**config.mk**
```make
export PLATFORM = sky130hd
export DESIGN_NAME = paik_front_flat
export DESIGN_NICKNAME = d
export VERILOG_FILES = /design/src/rtl/paik_pkg.sv /design/src/rtl/paik_ifs.sv /design/src/rtl/paik_front.sv /design/src/flat_wrapper.sv
export SDC_FILE = /design/constraint.sdc
export NUM_CORES = 1
export LEC_CHECK = 0
export ABC_AREA = 1
export BUFFER_PORTS_ARGS = -buffer_cell sky130_fd_sc_hd__buf_2
export CAP_MARGIN = 20
export CORE_ASPECT_RATIO = 0.75
export CORE_UTILIZATION = 49
export DETAILED_ROUTE_END_ITERATION = 6
export HOLD_SLACK_MARGIN = 0.15
export PLACE_DENSITY = 0.95
export SYNTH_ARGS = -nofsm -noshare
export SYNTH_HDL_FRONTEND = slang
export SYNTH_SLANG_ARGS = --single-unit
```
**constraint.sdc**
```tcl
create_clock -name clk -period 2.55 [get_ports clk]
set_input_delay 0.1275 -clock clk [delete_from_list [all_inputs] [get_ports clk]]
set_output_delay 0.1275 -clock clk [all_outputs]
set_load 0.02 [all_outputs]
```
**src/rtl/paik_pkg.sv**
```systemverilog
// Shared types, widths and constants for the planar arm inverse kinematics unit.
// No dependencies; every other file except paik_ifs imports this package.
package paik_pkg;

  localparam int ITERS       = 20;
  localparam int QDEPTH      = 4;
  localparam int NORM_STAGES = 6;
  localparam int VEC_LAT     = NORM_STAGES + ITERS + 2;

  localparam int RX_W  = 33;
  localparam int Z_W   = 34;
  localparam int VIN_W = 51;
  localparam int VW    = 54;
  localparam int Q_W   = 31;
  localparam int SQ_W  = 62;

  localparam longint CORDIC_GAIN = 64'd652032874;
  localparam logic [15:0] QUARTER_TURN = 16'h4000;
  localparam logic [15:0] ANGLE_PI     = 16'h8000;

  typedef enum logic [1:0] {
    REG_BASE,
    REG_UPPER,
    REG_FORE,
    REG_HAND
  } reg_idx_t;

  typedef logic [14:0] len_t;

  typedef struct packed {
    len_t base;
    len_t upper;
    len_t fore;
    len_t hand;
  } lengths_t;

  typedef struct packed {
    logic [15:0]        h;
    logic signed [16:0] xp;
    logic signed [16:0] yp;
  } pose_t;

  function automatic logic [Z_W-1:0] atan_val(input int i);
    logic [31:0] v;
    case (i)
      0:       v = 32'h20000000;
      1:       v = 32'h12E4051E;
      2:       v = 32'h09FB385B;
      3:       v = 32'h051111D4;
      4:       v = 32'h028B0D43;
      5:       v = 32'h0145D7E1;
      6:       v = 32'h00A2F61E;
      7:       v = 32'h00517C55;
      8:       v = 32'h0028BE53;
      9:       v = 32'h00145F2F;
      10:      v = 32'h000A2F98;
      11:      v = 32'h000517CC;
      12:      v = 32'h00028BE6;
      13:      v = 32'h000145F3;
      14:      v = 32'h0000A2F9;
      15:      v = 32'h0000517C;
      16:      v = 32'h000028BE;
      17:      v = 32'h0000145F;
      18:      v = 32'h00000A2F;
      19:      v = 32'h00000517;
      default: v = 32'h0;
    endcase
    return {2'b00, v};
  endfunction

endpackage

```
**src/rtl/paik_ifs.sv**
```systemverilog
// Valid/ready channel interfaces: target pose in, joint angles out, length writes.
// Plain signals only; no package dependency.
interface paik_pose_if;
  logic               valid;
  logic               ready;
  logic signed [15:0] target_x;
  logic signed [15:0] target_y;
  logic signed [15:0] target_heading;
  modport source(output valid, target_x, target_y, target_heading, input ready);
  modport sink(input valid, target_x, target_y, target_heading, output ready);
endinterface


interface paik_cfg_if;
  logic        valid;
  logic        ready;
  logic [1:0]  index;
  logic [14:0] data;
  modport source(output valid, index, data, input ready);
  modport sink(input valid, index, data, output ready);
endinterface

```
**src/rtl/paik_front.sv**
```systemverilog
// Front end: length registers, pose acceptance and base-frame rotation.
// Depends on paik_pkg and paik_ifs.
module paik_front (
  input  logic              clk,
  input  logic              rst,
  paik_pose_if.sink         pose,
  paik_cfg_if.sink          cfg,
  input  logic              full,
  output logic              push,
  output paik_pkg::pose_t   item,
  output paik_pkg::lengths_t lengths
);
  import paik_pkg::*;

  assign cfg.ready  = 1'b1;
  assign pose.ready = !full;
  assign push       = pose.valid && !full;

  always_ff @(posedge clk) begin
    if (rst) begin
      lengths.base  <= 15'd410;
      lengths.upper <= 15'd4096;
      lengths.fore  <= 15'd4096;
      lengths.hand  <= 15'd4096;
    end else if (cfg.valid && cfg.ready) begin
      case (reg_idx_t'(cfg.index))
        REG_BASE:  lengths.base  <= cfg.data;
        REG_UPPER: lengths.upper <= cfg.data;
        REG_FORE:  lengths.fore  <= cfg.data;
        REG_HAND:  lengths.hand  <= cfg.data;
        default: ;
      endcase
    end
  end

  always_comb begin
    item.xp = {pose.target_y[15], pose.target_y} - {2'b00, lengths.base};
    item.yp = 17'd0 - {pose.target_x[15], pose.target_x};
    item.h  = pose.target_heading - QUARTER_TURN;
  end

endmodule

```
**src/flat_wrapper.sv**
```systemverilog
// flat-port wrapper written by rule: the top's interface ports become plain ports
module paik_front_flat import paik_pkg::*;
  (clk, rst, full, push, item, lengths, pose_valid, pose_target_x, pose_target_y, pose_target_heading, pose_ready, cfg_valid, cfg_index, cfg_data, cfg_ready);
  paik_pose_if pose_i ();
  paik_cfg_if cfg_i ();
  input  logic clk;
  input  logic rst;
  input  logic full;
  output logic push;
  output paik_pkg::pose_t item;
  output paik_pkg::lengths_t lengths;
  input wire logic [$bits(pose_i.valid)-1:0] pose_valid;
  input wire logic [$bits(pose_i.target_x)-1:0] pose_target_x;
  input wire logic [$bits(pose_i.target_y)-1:0] pose_target_y;
  input wire logic [$bits(pose_i.target_heading)-1:0] pose_target_heading;
  output wire logic [$bits(pose_i.ready)-1:0] pose_ready;
  input wire logic [$bits(cfg_i.valid)-1:0] cfg_valid;
  input wire logic [$bits(cfg_i.index)-1:0] cfg_index;
  input wire logic [$bits(cfg_i.data)-1:0] cfg_data;
  output wire logic [$bits(cfg_i.ready)-1:0] cfg_ready;
  assign pose_i.valid = pose_valid;
  assign pose_i.target_x = pose_target_x;
  assign pose_i.target_y = pose_target_y;
  assign pose_i.target_heading = pose_target_heading;
  assign pose_ready = pose_i.ready;
  assign cfg_i.valid = cfg_valid;
  assign cfg_i.index = cfg_index;
  assign cfg_i.data = cfg_data;
  assign cfg_ready = cfg_i.ready;
  paik_front u_core (.clk(clk), .rst(rst), .pose(pose_i), .cfg(cfg_i), .full(full), .push(push), .item(item), .lengths(lengths));
endmodule
```
==> run summary <==
status -> finished, final reports clean
FF-to-FF setup slack -> 1.37 ns
Metal-1 WL -> 4468 um
Mapped Nets -> 626
initial drt markers -> 202
PwrDens -> 602.3 nW/um2
Max stage delay on crit path -> 0.42 ns
#FFs+latches synth -> 60
CP startpoint kind -> register
CTS sink count -> 60
Pleak -> 0.002573 uW
Crit path required time -> 2.42 ns
Most used DFF post-synth -> dfxtp_1
CP endpoint kind -> output pin
Synth Area in Compound Gates -> 11.35%
reg2reg end -> u_core.lengths[19]$_SDFFE_PP0P_
Ant. Diodes -> 0
Syn Std Cell Area -> 3540 um2
clock transition at the registers of the reported paths -> 0.07 ns
clk root buf -> clkbuf_8
largest net degree at the start of global routing -> 42
Max VDD drop -> 373.1 uV
met2 WL -> 5043 um
FMAX -> 441.3 MHz
Worst Hold End -> u_core.lengths[15]$_SDFFE_PP0P_
Worst Tran Pin Value -> 0.6972 ns
DP Wirelength -> 8147 um
Biggest register -> u_core.lengths
crit share post-route -> 88.87%
via density per instance -> 4.937
global-route wire length before repair -> 16280 um
XOR/XNOR share of the synthesized area -> 4.949%
Worst R2R Path Depth -> 3
clock skew -> 0 ns
Worst slew margin -> 53.39%
simple-gate share of the synthesized area -> 29.37%
post-route cell area -> 4658 um2
sequential area share after synthesis -> 33.93%
drt wl/cell -> 13.28 um
type of the tightest min-delay check -> input port to register
layout cells sized above 1 -> 25.86%
Final Hold Fails -> 0
Mapped Cells -> 539
setup violators final -> 0
Port-buffer cells -> 153
Final ANT Viol Nets -> 0
latest clock arrival within the worst-skew pair -> 0.34 ns
TritonCTS clock tree -> done
hold wc startpoint -> rst
gr usage total -> 27.68%
die area -> 7571 um2
total wire length -> 10540 um
share of flip-flops with an asynchronous set or reset -> 0%
DR pass1 iterations -> 7
die height -> 75.61 um
Highest Signal Layer -> met4
Max Cap Viol -> 0
initial antenna violation count -> 0
WHS Path Cells -> 2
maximum fanout along the worst path -> 3
final max-slew violation count -> 0
crit path time final -> 2.266 ns
Placement Rows -> 26
max reg flops -> 60
Power, Total -> 2806 uW
Max H-tree Level -> 3
grt total ovfl -> 0
Core Region -> 6897 um2
TNS Setup -> 0 ns
WP data arrival -> 2.14 ns
count of cell types in the netlist -> 29
layout overhead on the synthesized area -> 31.60%
hold slack final -> 0.1659 ns
RSZ-0062 raised after global routing -> no
CP most frequent cell -> nand2_1
CP top delay family -> adder cells
CTS max path bufs -> 2
commonest cells after routing, fill and taps aside -> buf_2, nand2_1, nor2_1, inv_1, dfxtp_1
largest registers -> u_core.lengths (60)
mux contribution to synthesized area -> 0%
# IOs -> 183
reg2reg start -> u_core.lengths[19]$_SDFFE_PP0P_
vias in the first global route -> 3542
starting density of the core -> 51.32%
EDFF count, synth -> 0
adder-cell share of the synthesized area -> 6.221%
CTS buffer count -> 9
die width -> 100.1 um
routed wl met3 -> 838 um
Placed Area -> 4230 um2
Layout Nets -> 778
main combinational cell family by area after synthesis -> simple AND/OR/NAND/NOR gates
Syn Area/Cell -> 6.567 um2
CP Class -> register to output pin
worst path cell trace -> ha_1 > fa_1 > inv_1 > nand3_1 > nand3_1 > nand2_1 > nand3_1 > nand2_1 > nand2_1 > nand2_1 > buf_2
routed via count -> 3920
slowest CP cell -> fa_1
GP Congestion -> 0.8599
buffer and inverter count on the worst path -> 2
commonest non-fill, non-tap cell in the layout -> buf_2
number of synthesis warnings -> 0
# DRC -> 0
==> layer usage <==
metal | up-vias | GRT usage [%]
met5 | - | 0
met4 | 0 | 7.246
met3 | 24 | 7.982
met2 | 171 | 47.87
met1 | 1757 | 34.45
li1 | 1968 | -
==> worst register-to-register path, cell delays in order (launching register included) <==
cell and delay (ns):
dfxtp_1 0.34, nand2_1 0.05, a21oi_1 0.17, dlygate4sd3_1 0.57
==> kinds of logic after synthesis <==
| logic type | Yosys count |
|---|---|
| flops | 60 |
| buf+inv | 108 |
| fa+ha+maj | 17 |
| xor+xnor | 20 |
| simple gates | 256 |
| compound gates | 77 |
| other cells | 1 |
==> power by group <==
group | switching (uW) | internal [uW]
clock network | 383 | 706
logic | 467 | 245
registers | 23.1 | 982
total | 872 | 1930
==> through the flow <==
stage | utilization, % | instances | setup slack, ns
after floorplan | - | 539 | 0.6749
after global placement | 61.34 | 761 | 0.7154
after detailed placement | 61.34 | 761 | 0.6628
after CTS | 67.54 | 794 | 0.2855
after global routing | 67.54 | 794 | 0.1116
final | 67.54 | 794 | 0.2839
==> cell usage after synthesis, drive strengths merged, types with 3 or more instances <==
master	number	area [um2]
nand4	3	18.77
clkbuf	6	22.52
nor3	8	40.04
a21oi	31	155.2
nand3	24	125.1
xor2	12	105.1
nand2	138	518.0
o211ai	5	37.54
o21ai	39	195.2
ha	16	200.2
xnor2	8	70.07
nor2	81	324.1
buf	24	182.7
dfxtp	60	1201
inv	77	289.0
==> worst max-delay path by stage <==
stage | startpoint | end | slack [ns] | cells after the start
after floorplan | u_core.lengths[45]$_SDFFE_PP0P_ | item[25] | 0.67 | 8
after global placement | u_core.lengths[45]$_SDFFE_PP0P_ | item[33] | 0.72 | 11
after detailed placement | u_core.lengths[45]$_SDFFE_PP0P_ | item[29] | 0.66 | 10
after CTS | u_core.lengths[45]$_SDFFE_PP0P_ | item[29] | 0.29 | 10
after global routing | u_core.lengths[45]$_SDFFE_PP0P_ | item[33] | 0.11 | 11
final | u_core.lengths[45]$_SDFFE_PP0P_ | item[33] | 0.28 | 11
==> cell type report <==
cell class	count	area, um2
tap	98	122.6
inverter	78	292.8
multi-input combinational	371	1841
clock buffer	11	151.4
clock inverter	5	106.4
fill	614	2238
sequential	60	1201
timing repair buffer	171	943.4
==> repair_timing <==
item	4_1_cts	5_1_grt
gates resized for setup	0	0
hold endpoints to repair	55	0
setup buffers	0	0
hold buffers	17	0
(Power assumes the default switching activity.)
