===== src/rtl/paik_pkg.sv =====
// Shared types, widths and constants for the planar arm inverse kinematics unit.
// No dependencies; every other file except paik_ifs imports this package.
package paik_pkg;

  localparam int ITERS       = 20;
  localparam int QDEPTH      = 4;
  localparam int NORM_STAGES = 6;
  localparam int VEC_LAT     = NORM_STAGES + ITERS + 2;

  localparam int RX_W  = 33;
  localparam int Z_W   = 34;
  localparam int VIN_W = 51;
  localparam int VW    = 54;
  localparam int Q_W   = 31;
  localparam int SQ_W  = 62;

  localparam longint CORDIC_GAIN = 64'd652032874;
  localparam logic [15:0] QUARTER_TURN = 16'h4000;
  localparam logic [15:0] ANGLE_PI     = 16'h8000;

  typedef enum logic [1:0] {
    REG_BASE,
    REG_UPPER,
    REG_FORE,
    REG_HAND
  } reg_idx_t;

  typedef logic [14:0] len_t;

  typedef struct packed {
    len_t base;
    len_t upper;
    len_t fore;
    len_t hand;
  } lengths_t;

  typedef struct packed {
    logic [15:0]        h;
    logic signed [16:0] xp;
    logic signed [16:0] yp;
  } pose_t;

  function automatic logic [Z_W-1:0] atan_val(input int i);
    logic [31:0] v;
    case (i)
      0:       v = 32'h20000000;
      1:       v = 32'h12E4051E;
      2:       v = 32'h09FB385B;
      3:       v = 32'h051111D4;
      4:       v = 32'h028B0D43;
      5:       v = 32'h0145D7E1;
      6:       v = 32'h00A2F61E;
      7:       v = 32'h00517C55;
      8:       v = 32'h0028BE53;
      9:       v = 32'h00145F2F;
      10:      v = 32'h000A2F98;
      11:      v = 32'h000517CC;
      12:      v = 32'h00028BE6;
      13:      v = 32'h000145F3;
      14:      v = 32'h0000A2F9;
      15:      v = 32'h0000517C;
      16:      v = 32'h000028BE;
      17:      v = 32'h0000145F;
      18:      v = 32'h00000A2F;
      19:      v = 32'h00000517;
      default: v = 32'h0;
    endcase
    return {2'b00, v};
  endfunction

endpackage


===== src/rtl/paik_queue.sv =====
// Short pose queue between front end and solver pipeline.
// Depends on paik_pkg.
module paik_queue #(
  parameter int DEPTH = paik_pkg::QDEPTH
) (
  input  logic            clk,
  input  logic            rst,
  input  logic            push,
  input  paik_pkg::pose_t wr,
  input  logic            pop,
  output paik_pkg::pose_t rd,
  output logic            full,
  output logic            empty
);
  import paik_pkg::*;

  localparam int AW = (DEPTH > 1) ? $clog2(DEPTH) : 1;
  localparam int CW = $clog2(DEPTH + 1);

  pose_t          mem [DEPTH];
  logic [AW-1:0]  wptr;
  logic [AW-1:0]  rptr;
  logic [CW-1:0]  count;

  assign full  = (count == CW'(DEPTH));
  assign empty = (count == '0);
  assign rd    = mem[rptr];

  always_ff @(posedge clk) begin
    if (push) mem[wptr] <= wr;
  end

  always_ff @(posedge clk) begin
    if (rst) begin
      wptr  <= '0;
      rptr  <= '0;
      count <= '0;
    end else begin
      if (push) wptr <= (wptr == AW'(DEPTH - 1)) ? '0 : wptr + 1'b1;
      if (pop)  rptr <= (rptr == AW'(DEPTH - 1)) ? '0 : rptr + 1'b1;
      if (push && !pop) count <= count + 1'b1;
      else if (pop && !push) count <= count - 1'b1;
    end
  end

endmodule


===== config.mk =====
export PLATFORM = sky130hd
export DESIGN_NAME = paik_queue
export DESIGN_NICKNAME = d
export VERILOG_FILES = /design/src/rtl/paik_pkg.sv /design/src/rtl/paik_queue.sv
export SDC_FILE = /design/constraint.sdc
export NUM_CORES = 1
export LEC_CHECK = 0
export ABC_AREA = 0
export BUFFER_PORTS_ARGS = -buffer_cell sky130_fd_sc_hd__buf_4
export CAP_MARGIN = 20
export CORE_MARGIN = 4
export CORE_UTILIZATION = 50
export DETAILED_ROUTE_END_ITERATION = 6
export GPL_ROUTABILITY_DRIVEN = 0
export HOLD_SLACK_MARGIN = 0.15
export PLACE_DENSITY = 0.71
export SKIP_LAST_GASP = 1
export SLEW_MARGIN = 25
export SYNTH_ARGS = -nofsm -noshare
export SYNTH_HDL_FRONTEND = slang
export SYNTH_SLANG_ARGS = --single-unit

===== constraint.sdc =====
create_clock -name clk -period 3.1 [get_ports clk]
set_input_delay 0.465 -clock clk [delete_from_list [all_inputs] [get_ports clk]]
set_output_delay 0.465 -clock clk [all_outputs]
set_load 0.03 [all_outputs]

==> results.cfg, run 1 <==
[status]
outcome = finished, final reports clean

[cts]
post-cts-setup-buffer-count = 0
clk-insertion-delay-late_ns = 0.48
cts_inserted_buffers = 21
hold_buffers = 0
clk_path_buf_depth = 3
cts_tree = built
clk_pin_slew_worst_paths_ns = 0.06
post_cts_resized = 0
tritoncts_num_sinks = 209
cts_max_level = 1
clock-root-buffer = sky130_fd_sc_hd__clkbuf_16

[grt]
maximum_number_of_pins_on_one_net_before_global_route_repair = 43
gr-total-overflow = 0
antenna_found_initial = 0
grt_first_pass_wirelength_mm = 20.7
first_global_vias = 3734
track_usage_pct = 15.1

[synth]
synth_area_leader_cell = sky130_fd_sc_hd__edfxtp_1
syn_inst = 306
synth_top_cells_by_area = sky130_fd_sc_hd__edfxtp_1 78%, sky130_fd_sc_hd__mux4_2 15%, sky130_fd_sc_hd__dfxtp_1 2.3%
ys_types = 19
yosysWarnings = 0
mean_instance_size_in_the_synthesized_netlist_sq_um = 25.2
post_syn_nets = 367
yosysSeqAreaShare_pct = 80.2
postSynthRegisterBits = 209
yosys.area.top_type_share_pct = 77.9
synth_area_sq_mm = 0.00771

[placement]
dp_worst_setup_slack_ns = 1.01
dp_hpwl_mm = 8.14
io_buffer_count = 105

[timing]
worst_clock_skew_ns = 0.00697
final.period_utilization_pct = 82.1
hold_viol_final = 0
rsz0062_at_grt = no
relSlewSlack_pct = 56.0
post-route-min-period_ns = 2.54
max_freq_ghz = 0.393
setup_violations = 0
slew_violations = 0
sum_of_negative_setup_slack_ns = 0
post-route-worst-setup-slack_ns = 0.555
max_slew.worst_pin.slew_ns = 0.660

[drt]
wl_mm = 13.0
drc = 0
detail-route-antenna-nets = 0
drt_pre_antenna_iters = 4
drt-vias-per-instance = 5.37
drt_iter0_markers = 217
drt-wirelength-per-cell_microns = 20.6
vias = 3388

[floorplanning]
die-width_microns = 132
die_height_microns = 132
initial_utilization_pct = 50.9
placeableCoreArea_sq_mm = 0.0151
top_level_ports = 106
num_rows = 45
die_area_sq_mm = 0.0175

[final_layout]
num-nets-final = 490
area_growth_syn_to_layout_pct = 21.2
leading_cell_types_in_the_layout_fill_and_taps_excluded = 200 x sky130_fd_sc_hd__edfxtp_1, 107 x sky130_fd_sc_hd__buf_4, 50 x sky130_fd_sc_hd__mux4_2
n_antenna_cell = 0
layout-drive-gt1-share_pct = 44.2
num-fill-cells = 1031
most_common_library_cell_in_the_layout_ignoring_fill_and_taps = sky130_fd_sc_hd__edfxtp_1

[power_and_ir_drop]
power_density_over_cell_area_mw_per_mm2 = 673
power.internal_uw = 4870
vdd_ir_drop_max_v = 0.000509
power.leakage_uw = 0.00319
p_sw_uw = 1420
clockPowerShare_pct = 36.1
power.share.combinational_pct = 11.7
swShare_pct = 22.6
seq_power_share_pct = 52.1

[worst_hold_path]
hold_path.startpoint = wr[45]
worst_hold_path_type = in -> reg

[worst_setup_path]
timing.critical_path.cells = buf_12, mux4_2, buf_4
timing.critical_path.to_type = primary output
slowest_delay_ns = 0.57
cp_slowest_cell = sky130_fd_sc_hd__mux4_2
worst-path-max-fanout = 42
cp-start-kind = flip-flop
crit_type = reg -> out
r2r-start = wptr[0]
worst_ep_arrival_time_ns = 2.08
critPathRequiredTime_ns = 2.63

[run]
max_cap_viol_count = 0
==> power by group through the flow <==
stage	Combinational [uW]	Sequential (uW)	Clock (uW)
floorplan	482	3320	0
global placement	742	3330	0
detailed placement	751	3340	0
CTS	752	3280	2340
global route	787	3290	2470
finish	737	3280	2270
==> cell usage after synthesis <==
cell type / count
sky130_fd_sc_hd__buf_12: 5
sky130_fd_sc_hd__mux2i_1: 4
sky130_fd_sc_hd__mux4_2: 50
sky130_fd_sc_hd__ha_1: 6
sky130_fd_sc_hd__buf_1: 1
sky130_fd_sc_hd__a21oi_1: 2
sky130_fd_sc_hd__o21ai_0: 1
sky130_fd_sc_hd__fa_1: 1
sky130_fd_sc_hd__or3_1: 1
sky130_fd_sc_hd__nor3b_1: 2
sky130_fd_sc_hd__xor2_1: 2
sky130_fd_sc_hd__edfxtp_1: 200
sky130_fd_sc_hd__nor3_1: 1
sky130_fd_sc_hd__dfxtp_1: 9
sky130_fd_sc_hd__nor2_1: 7
sky130_fd_sc_hd__inv_1: 4
sky130_fd_sc_hd__buf_2: 5
sky130_fd_sc_hd__and2_1: 4
sky130_fd_sc_hd__buf_6: 1
==> per-layer routing <==
layer  track usage [%]  vias to the layer above  part of all wire (%)
met5                 0                        -                     0
met4              3.75                        0                   1.5
met3              3.66                       17                   5.5
met2              26.1                       89                    52
met1              19.5                     1748                    41
li1                  -                     1534                     -
==> worst max-delay path, delay by kind of cell, from the launching register on <==
kind | cells | cell delay (ns)
DFF | 1 | 0.46
buffers and inverters | 2 | 0.55
muxes | 1 | 0.57
==> through the flow <==
step | hold slack (ns) | power [uW] | instances | cell area (sq um) | utilization (%)
after detailed placement | 0.503 | 4090 | 594 | 8720 | 57.6
after floorplan | 0.460 | 3800 | 306 | 7710 | -
after global placement | 0.476 | 4080 | 594 | 8720 | 57.6
final | 0.175 | 6290 | 631 | 9350 | 61.7
after global routing | 0.155 | 6550 | 631 | 9350 | 61.7
after CTS | 0.152 | 6380 | 631 | 9350 | 61.7
==> final cells by class <==
type / count / area (sq um) / area share (%)
clock inverter: 6 / 31.3 / 0.335
multi-input combinational: 81 / 1380 / 14.7
clock buffer: 31 / 593 / 6.35
sequential: 209 / 6190 / 66.2
tap: 188 / 235 / 2.52
inverter: 4 / 15.0 / 0.161
timing repair buffer: 112 / 903 / 9.67
==> registers in the layout, summed over array words and instances, names as in the netlist, named ones only <==
signal,cells
count,3
mem,200
rptr,2
wptr,2
==> cells by family after synthesis <==
kind of cell / count (synthesis) / share of synthesized area (%)
DFF: 209 / 80.2
AOI/OAI and AO/OA: 3 / 0.195
adders and majority gates: 7 / 1.23
and+or+nand+nor: 15 / 1.01
buffers and inverters: 16 / 2.01
muxes: 54 / 15.1
xor gates and xnor gates: 2 / 0.227
==> worst paths after layout <==
check	to	slack [ns]	depth (start not counted)
worst max-delay path	rd[22]	0.56	3
worst min-delay path	mem[2][45]	0.18	1
worst max register to register	mem[2][29]	1.30	4
worst min register to register	count[2]	0.51	2
Note: power is estimated with default switching activity, not from simulation.
==> run 2, diff against run 1 <==
Settings changed: PLACE_DENSITY 0.71 to 0.74.
Clock period 3.1 ns to 2.2 ns, I/O delays scaled along.
==> run 2 against run 1 <==
  * Clock skew fell by 0.0010 ns
  * Flip-flop and latch count stayed put
  * Hold slack better by 0.0010 ns
  * Clock power grew 48%
  * Worst setup slack worse by 0.56 ns
  * Final cell count rose by 9.0%
  * The flow now finishes with violations (negative setup slack)
  * Power grew 45%
==> results.cfg, run 2 (same netlist as run 1, synthesis figures left out) <==
[final_layout]
register_with_the_most_flip_flops = mem
area_growth_syn_to_layout_pct = 29.0
final-instance-count-excl-fill = 688
most_common_library_cell_in_the_layout_ignoring_fill_and_taps = sky130_fd_sc_hd__edfxtp_1
final_core_util_pct = 65.7
layout-drive-gt1-share_pct = 40.6
num-nets-final = 548
num-fill-cells = 978
leading_cell_types_in_the_layout_fill_and_taps_excluded = 200 x sky130_fd_sc_hd__edfxtp_1, 114 x sky130_fd_sc_hd__buf_4, 52 x sky130_fd_sc_hd__dlygate4sd3_1
n_antenna_cell = 0
largestRegisters = mem: 200 flops, count: 3 flops
largest_register_ff_count = 200

[status]
failed_checks = negative setup slack
outcome = finished, violations left

[drt]
drt_iter0_markers = 185
detail-route-antenna-nets = 0
wl_mm = 13.6
top_layer = met4
met1_length_mm = 5.67
drt_pre_antenna_iters = 4
drt-vias-per-instance = 5.25
drt-wirelength-per-cell_microns = 19.7
vias = 3609
met2_length_mm = 7.05
drc = 0
met3_wire_length_microns = 579

[floorplanning]
initial_utilization_pct = 50.9
placeableCoreArea_sq_mm = 0.0151
top_level_ports = 106
die_height_microns = 132
num_rows = 45
die_area_sq_mm = 0.0175
die-width_microns = 132

[worst_setup_path]
timing.critical_path.to_type = primary output
cp_slowest_cell = sky130_fd_sc_hd__mux4_2
crit_buf_inv = 2
cp-start-kind = flip-flop
crit_family = multiplexers
slowest_delay_ns = 0.54
worst_ep_arrival_time_ns = 1.87
timing.critical_path.cells = buf_16, mux4_2, buf_4
r2r-start = wptr[0]
critPathRequiredTime_ns = 1.87
worst-path-max-fanout = 18
crit_cells = 3
rr_worst_depth = 4
crit_type = reg -> out

[placement]
dpl.cell_count = 599
dp_hpwl_mm = 7.87
io_buffer_count = 105

[cts]
cts_tree = built
cts_max_level = 1
clk_path_buf_depth = 3
clock-root-buffer = sky130_fd_sc_hd__clkbuf_16
post-cts-setup-buffer-count = 0
clk-insertion-delay-late_ns = 0.48
cts_inserted_buffers = 21
clk_pin_slew_worst_paths_ns = 0.06
tritoncts_num_sinks = 209

[run]
max_cap_viol_count = 0

[timing]
worst_clock_skew_ns = 0.00593
setup_violations = 2
rsz0062_at_grt = yes
relSlewSlack_pct = 71.0
slew_violations = 0
post-route-worst-setup-slack_ns = -0.00414
max_freq_ghz = 0.454
fin_worst_hold_slack_ns = 0.176
sum_of_negative_setup_slack_ns = -0.00704
final.period_utilization_pct = 100
post-route-min-period_ns = 2.20
hold_viol_final = 0
max_slew.worst_pin.slew_ns = 0.435

[worst_hold_path]
worst_hold_path_type = in -> reg
worst_hold_path.num_cells = 3
hold_path.startpoint = pop

[grt]
gr-total-overflow = 0
antenna_found_initial = 0
first_global_vias = 4032
grt_first_pass_wirelength_mm = 21.9
maximum_number_of_pins_on_one_net_before_global_route_repair = 34
track_usage_pct = 16.0

[power_and_ir_drop]
power.leakage_uw = 0.00345
power_density_over_cell_area_mw_per_mm2 = 917
clockPowerShare_pct = 36.9
power.internal_uw = 7100
seq_power_share_pct = 50.6
swShare_pct = 22.2
p_sw_uw = 2020
power.share.combinational_pct = 12.6
vdd_ir_drop_max_v = 0.000756
[run 2: cell count changes in the layout (fill, tap and decap cells not counted)]
cell	change
sky130_fd_sc_hd__buf_16	+2
sky130_fd_sc_hd__dlygate4sd3_1	+52
sky130_fd_sc_hd__bufinv_16	+2
sky130_fd_sc_hd__buf_12	-3
sky130_fd_sc_hd__clkbuf_1	-2
sky130_fd_sc_hd__clkinvlp_4	+1
sky130_fd_sc_hd__buf_4	+7
sky130_fd_sc_hd__clkbuf_8	-2
[run 2: area by class of cell]
class                           instances  area (sq um)  area share (%)
Sequential cell                       209          6190            62.2
Timing Repair Buffer                  170          1470            14.8
Multi-Input combinational cell         81          1380            13.8
Clock buffer                           27           558            5.61
Tap cell                              188           235            2.37
Clock inverter                          9          98.8           0.994
Inverter                                4          15.0           0.151
[run 2: worst paths after layout]
| path | end | slack, ns |
|---|---|---|
| worst max-delay path | rd[21] | -0.004 |
| worst min-delay path | rptr[1] | 0.18 |
| worst max register to register | mem[0][13] | 0.71 |
| worst min register to register | count[2] | 0.50 |
[run 2: worst register-to-register path, stage by stage, from the launching register on]
cell                      delay, ns
sky130_fd_sc_hd__dfxtp_1       0.36
sky130_fd_sc_hd__inv_1         0.10
sky130_fd_sc_hd__ha_1          0.14
sky130_fd_sc_hd__and2_2        0.15
sky130_fd_sc_hd__buf_4         0.39
[run 2: power by group through the flow]
| stage | combinational (uW) | sequential [uW] | clock [uW] |
|---|---|---|---|
| 5_1_grt | 1230 | 4630 | 3630 |
| 4_1_cts | 1170 | 4610 | 3450 |
| 3_5_place_dp | 1070 | 4690 | 0 |
| 6_report | 1150 | 4610 | 3360 |
| 3_3_place_gp | 1060 | 4680 | 0 |
| 2_1_floorplan | 679 | 4680 | 0 |
[run 2: timing repair]
item / CTS / global route
pin swaps: 0 / 0
setup endpoints to repair: 50 / 50
hold buffers: 52 / 0
cloned: 1 / 0
hold endpoints to repair: 209 / 0
gates resized for setup: 4 / 1
[run 2: layer usage]
metal	GRT usage (%)	up-vias
met4	3.75	0
met2	27.7	96
met5	0	-
li1	-	1648
met1	21.3	1841
met3	2.79	24
[run 2: metrics by stage]
| step | cell area [sq um] | setup WS (ns) | total power, uW |
|---|---|---|---|
| finish | 9950 | -0.00414 | 9120 |
| global route | 9950 | -0.0674 | 9480 |
| CTS | 9940 | -0.0452 | 9230 |
| detailed placement | 8720 | 0.399 | 5770 |
| global placement | 8720 | 0.444 | 5740 |
| floorplan | 7710 | 0.0456 | 5360 |
==> run 3, diff against run 2 <==
Settings changed: SETUP_SLACK_MARGIN set to 0.05.
==> run 3 against run 2 <==
  * Routed wire length up 9.4%
  * Clock skew increased by 0.0075 ns
  * Via count rose by 5.0%
  * Final cell count increased by 2.5%
  * The run still ends with negative setup slack left
  * Largest cell class unchanged
  * Core utilization grew 3.6 points
  * Global-route usage up 1.7 points
  * Clock power is 8.6% higher
  * Power increased by 5.4%
  * Worst setup slack worse by 0.028 ns
  * Critical endpoint is now rd[10]
  * Flip-flop and latch count unchanged
  * Clock-buffer cell count shrank 2
==> results.cfg, run 3 (same netlist as run 1, synthesis figures left out) <==
[final_layout]
leading_cell_types_in_the_layout_fill_and_taps_excluded = 200 x sky130_fd_sc_hd__edfxtp_1, 67 x sky130_fd_sc_hd__buf_4, 53 x sky130_fd_sc_hd__dlygate4sd3_1, 53 x sky130_fd_sc_hd__buf_6, 50 x sky130_fd_sc_hd__mux4_2
final_core_util_pct = 69.2
final-instance-count-excl-fill = 705
most_common_library_cell_in_the_layout_ignoring_fill_and_taps = sky130_fd_sc_hd__edfxtp_1
area_growth_syn_to_layout_pct = 36.0
largestRegisters = mem: 200 flops, count: 3 flops
n_antenna_cell = 0
num-nets-final = 565
layout-drive-gt1-share_pct = 42.9
register_with_the_most_flip_flops = mem
largest_register_ff_count = 200

[worst_setup_path]
slowest_delay_ns = 0.53
r2r-start = count[0]
crit_buf_inv = 4
worst-path-max-fanout = 5
rr_worst_depth = 4
critPathMostFrequentCell = sky130_fd_sc_hd__buf_12
cp_slowest_cell = sky130_fd_sc_hd__mux4_2
worstReg2RegEnd = count[2]
cp-start-kind = flip-flop
critPathRequiredTime_ns = 1.87
timing.critical_path.to_type = primary output
worst_ep_arrival_time_ns = 1.90
crit_type = reg -> out
crit_family = multiplexers
regToRegSetupSlack_ns = 0.70
timing.critical_path.cells = buf_12, buf_12, buf_16, mux4_2, buf_6

[status]
failed_checks = negative setup slack
outcome = finished, violations left

[cts]
clk-insertion-delay-late_ns = 0.49
clock-root-buffer = sky130_fd_sc_hd__clkbuf_16
cts_max_level = 1
cts_inserted_buffers = 22
clk_pin_slew_worst_paths_ns = 0.06
cts_tree = built
clk_path_buf_depth = 3
tritoncts_num_sinks = 209

[grt]
track_usage_pct = 17.6
grt_use_met1_pct = 21.9
gr-total-overflow = 0
first_global_vias = 4311
antenna_found_initial = 0
grt_first_pass_wirelength_mm = 23.8
gr-max-usage-layer = met2
globalRouteMet3Util_pct = 4.01
grt_util_met2_pct = 30.9
maximum_number_of_pins_on_one_net_before_global_route_repair = 29

[power_and_ir_drop]
vdd_ir_drop_max_v = 0.000658
power_density_over_cell_area_mw_per_mm2 = 917
seq_power_share_pct = 47.9
power.leakage_uw = 0.00369
total_power_uw = 9620
p_sw_uw = 2140
swShare_pct = 22.3
power.internal_uw = 7480
clockPowerShare_pct = 38.0
power.share.combinational_pct = 14.1

[floorplanning]
num_rows = 45
top_level_ports = 106
die-width_microns = 132
initial_utilization_pct = 50.9
die_height_microns = 132
die_area_sq_mm = 0.0175
placeableCoreArea_sq_mm = 0.0151

[timing]
worst_clock_skew_ns = 0.0135
relSlewSlack_pct = 71.7
sum_of_negative_setup_slack_ns = -0.370
post-route-min-period_ns = 2.23
final.period_utilization_pct = 101
max_freq_ghz = 0.448
slew_violations = 0
post-route-worst-setup-slack_ns = -0.0326
setup_violations = 27
rsz0062_at_grt = yes
fin_worst_hold_slack_ns = 0.511
hold_viol_final = 0
max_slew.worst_pin.slew_ns = 0.424

[placement]
dp_hpwl_mm = 8.32
dpl.cell_count = 600
io_buffer_count = 105

[drt]
detail-route-antenna-nets = 0
drt_iter0_markers = 208
wl_mm = 14.8
drt-wirelength-per-cell_microns = 21.1
drt-vias-per-instance = 5.38
vias = 3791
drt_pre_antenna_iters = 4
drc = 0

[worst_hold_path]
hold_path.startpoint = count[2]
worst_hold_path_type = reg -> reg
worst_hold_path.num_cells = 2
hold-path-endpoint = count[2]

[run]
max_cap_viol_count = 0
==> run 3: cell count changes in the layout (fill, tap and decap cells not counted), moves of 3 or more <==
cell / before / now
sky130_fd_sc_hd__buf_16: 2 / 7
sky130_fd_sc_hd__buf_12: 2 / 6
sky130_fd_sc_hd__clkbuf_1: 5 / 2
sky130_fd_sc_hd__buf_4: 114 / 67
sky130_fd_sc_hd__buf_6: 0 / 53
==> run 3: worst max-delay path by stage <==
stage / from / to / slack, ns / cells after the start
after floorplan: wptr[0] / mem[2][0] / 0.05 / 3
after global placement: flip-flop / rd[22] / 0.43 / 3
after detailed placement: pop / count[2] / 0.35 / 8
after CTS: flip-flop / rd[26] / -0.05 / 5
after global routing: flip-flop / rd[10] / -0.09 / 5
final: flip-flop / rd[10] / -0.03 / 5
==> run 3: worst register-to-register path: cells and delay by family (launching register included) <==
family	cells	cell delay, ns
AO/OA/AOI/OAI	1	0.14
AND/OR/NAND/NOR	1	0.32
XOR/XNOR	1	0.16
adder cells (fa/ha/maj)	1	0.44
flip-flops	1	0.37
==> run 3: stage by stage <==
step / cell area (sq um) / setup WS, ns
2_1_floorplan: 7710 / 0.0534
3_3_place_gp: 8730 / 0.426
3_5_place_dp: 8730 / 0.347
4_1_cts: 10500 / -0.0481
5_1_grt: 10500 / -0.0923
6_report: 10500 / -0.0326
==> run 3: final cells by class <==
class	count	area, sq um
inverter	4	15.0
tap	188	235
clock buffer	25	583
multi-input combinational	81	1380
timing repair buffer	186	1940
fill	896	4660
clock inverter	12	141
sequential	209	6190
==> run 3: repair_timing <==
action                                  in CTS  in global routing
gates resized for setup                     59                  4
pin swaps                                    0                  0
buffers inserted                            10                  0
hold endpoints to repair                   209                  0
endpoints found under the setup margin      45                 49
hold buffers                                53                  0
gates cloned                                 6                  0
==> run 3: layer usage <==
metal	up-vias	part of all wire (%)	wire length, microns
li1	1695	-	-
met1	1943	39	5790
met2	113	53	7810
met3	40	5.2	769
met4	0	3.2	470
met5	-	0	0
==> run 3: power groups by stage <==
stage	logic, uW	registers (uW)	clock network, uW
after CTS	1360	4610	3740
after global placement	1060	4690	0
after global routing	1440	4620	3930
after detailed placement	1080	4700	0
after floorplan	679	4680	0
final	1360	4610	3650
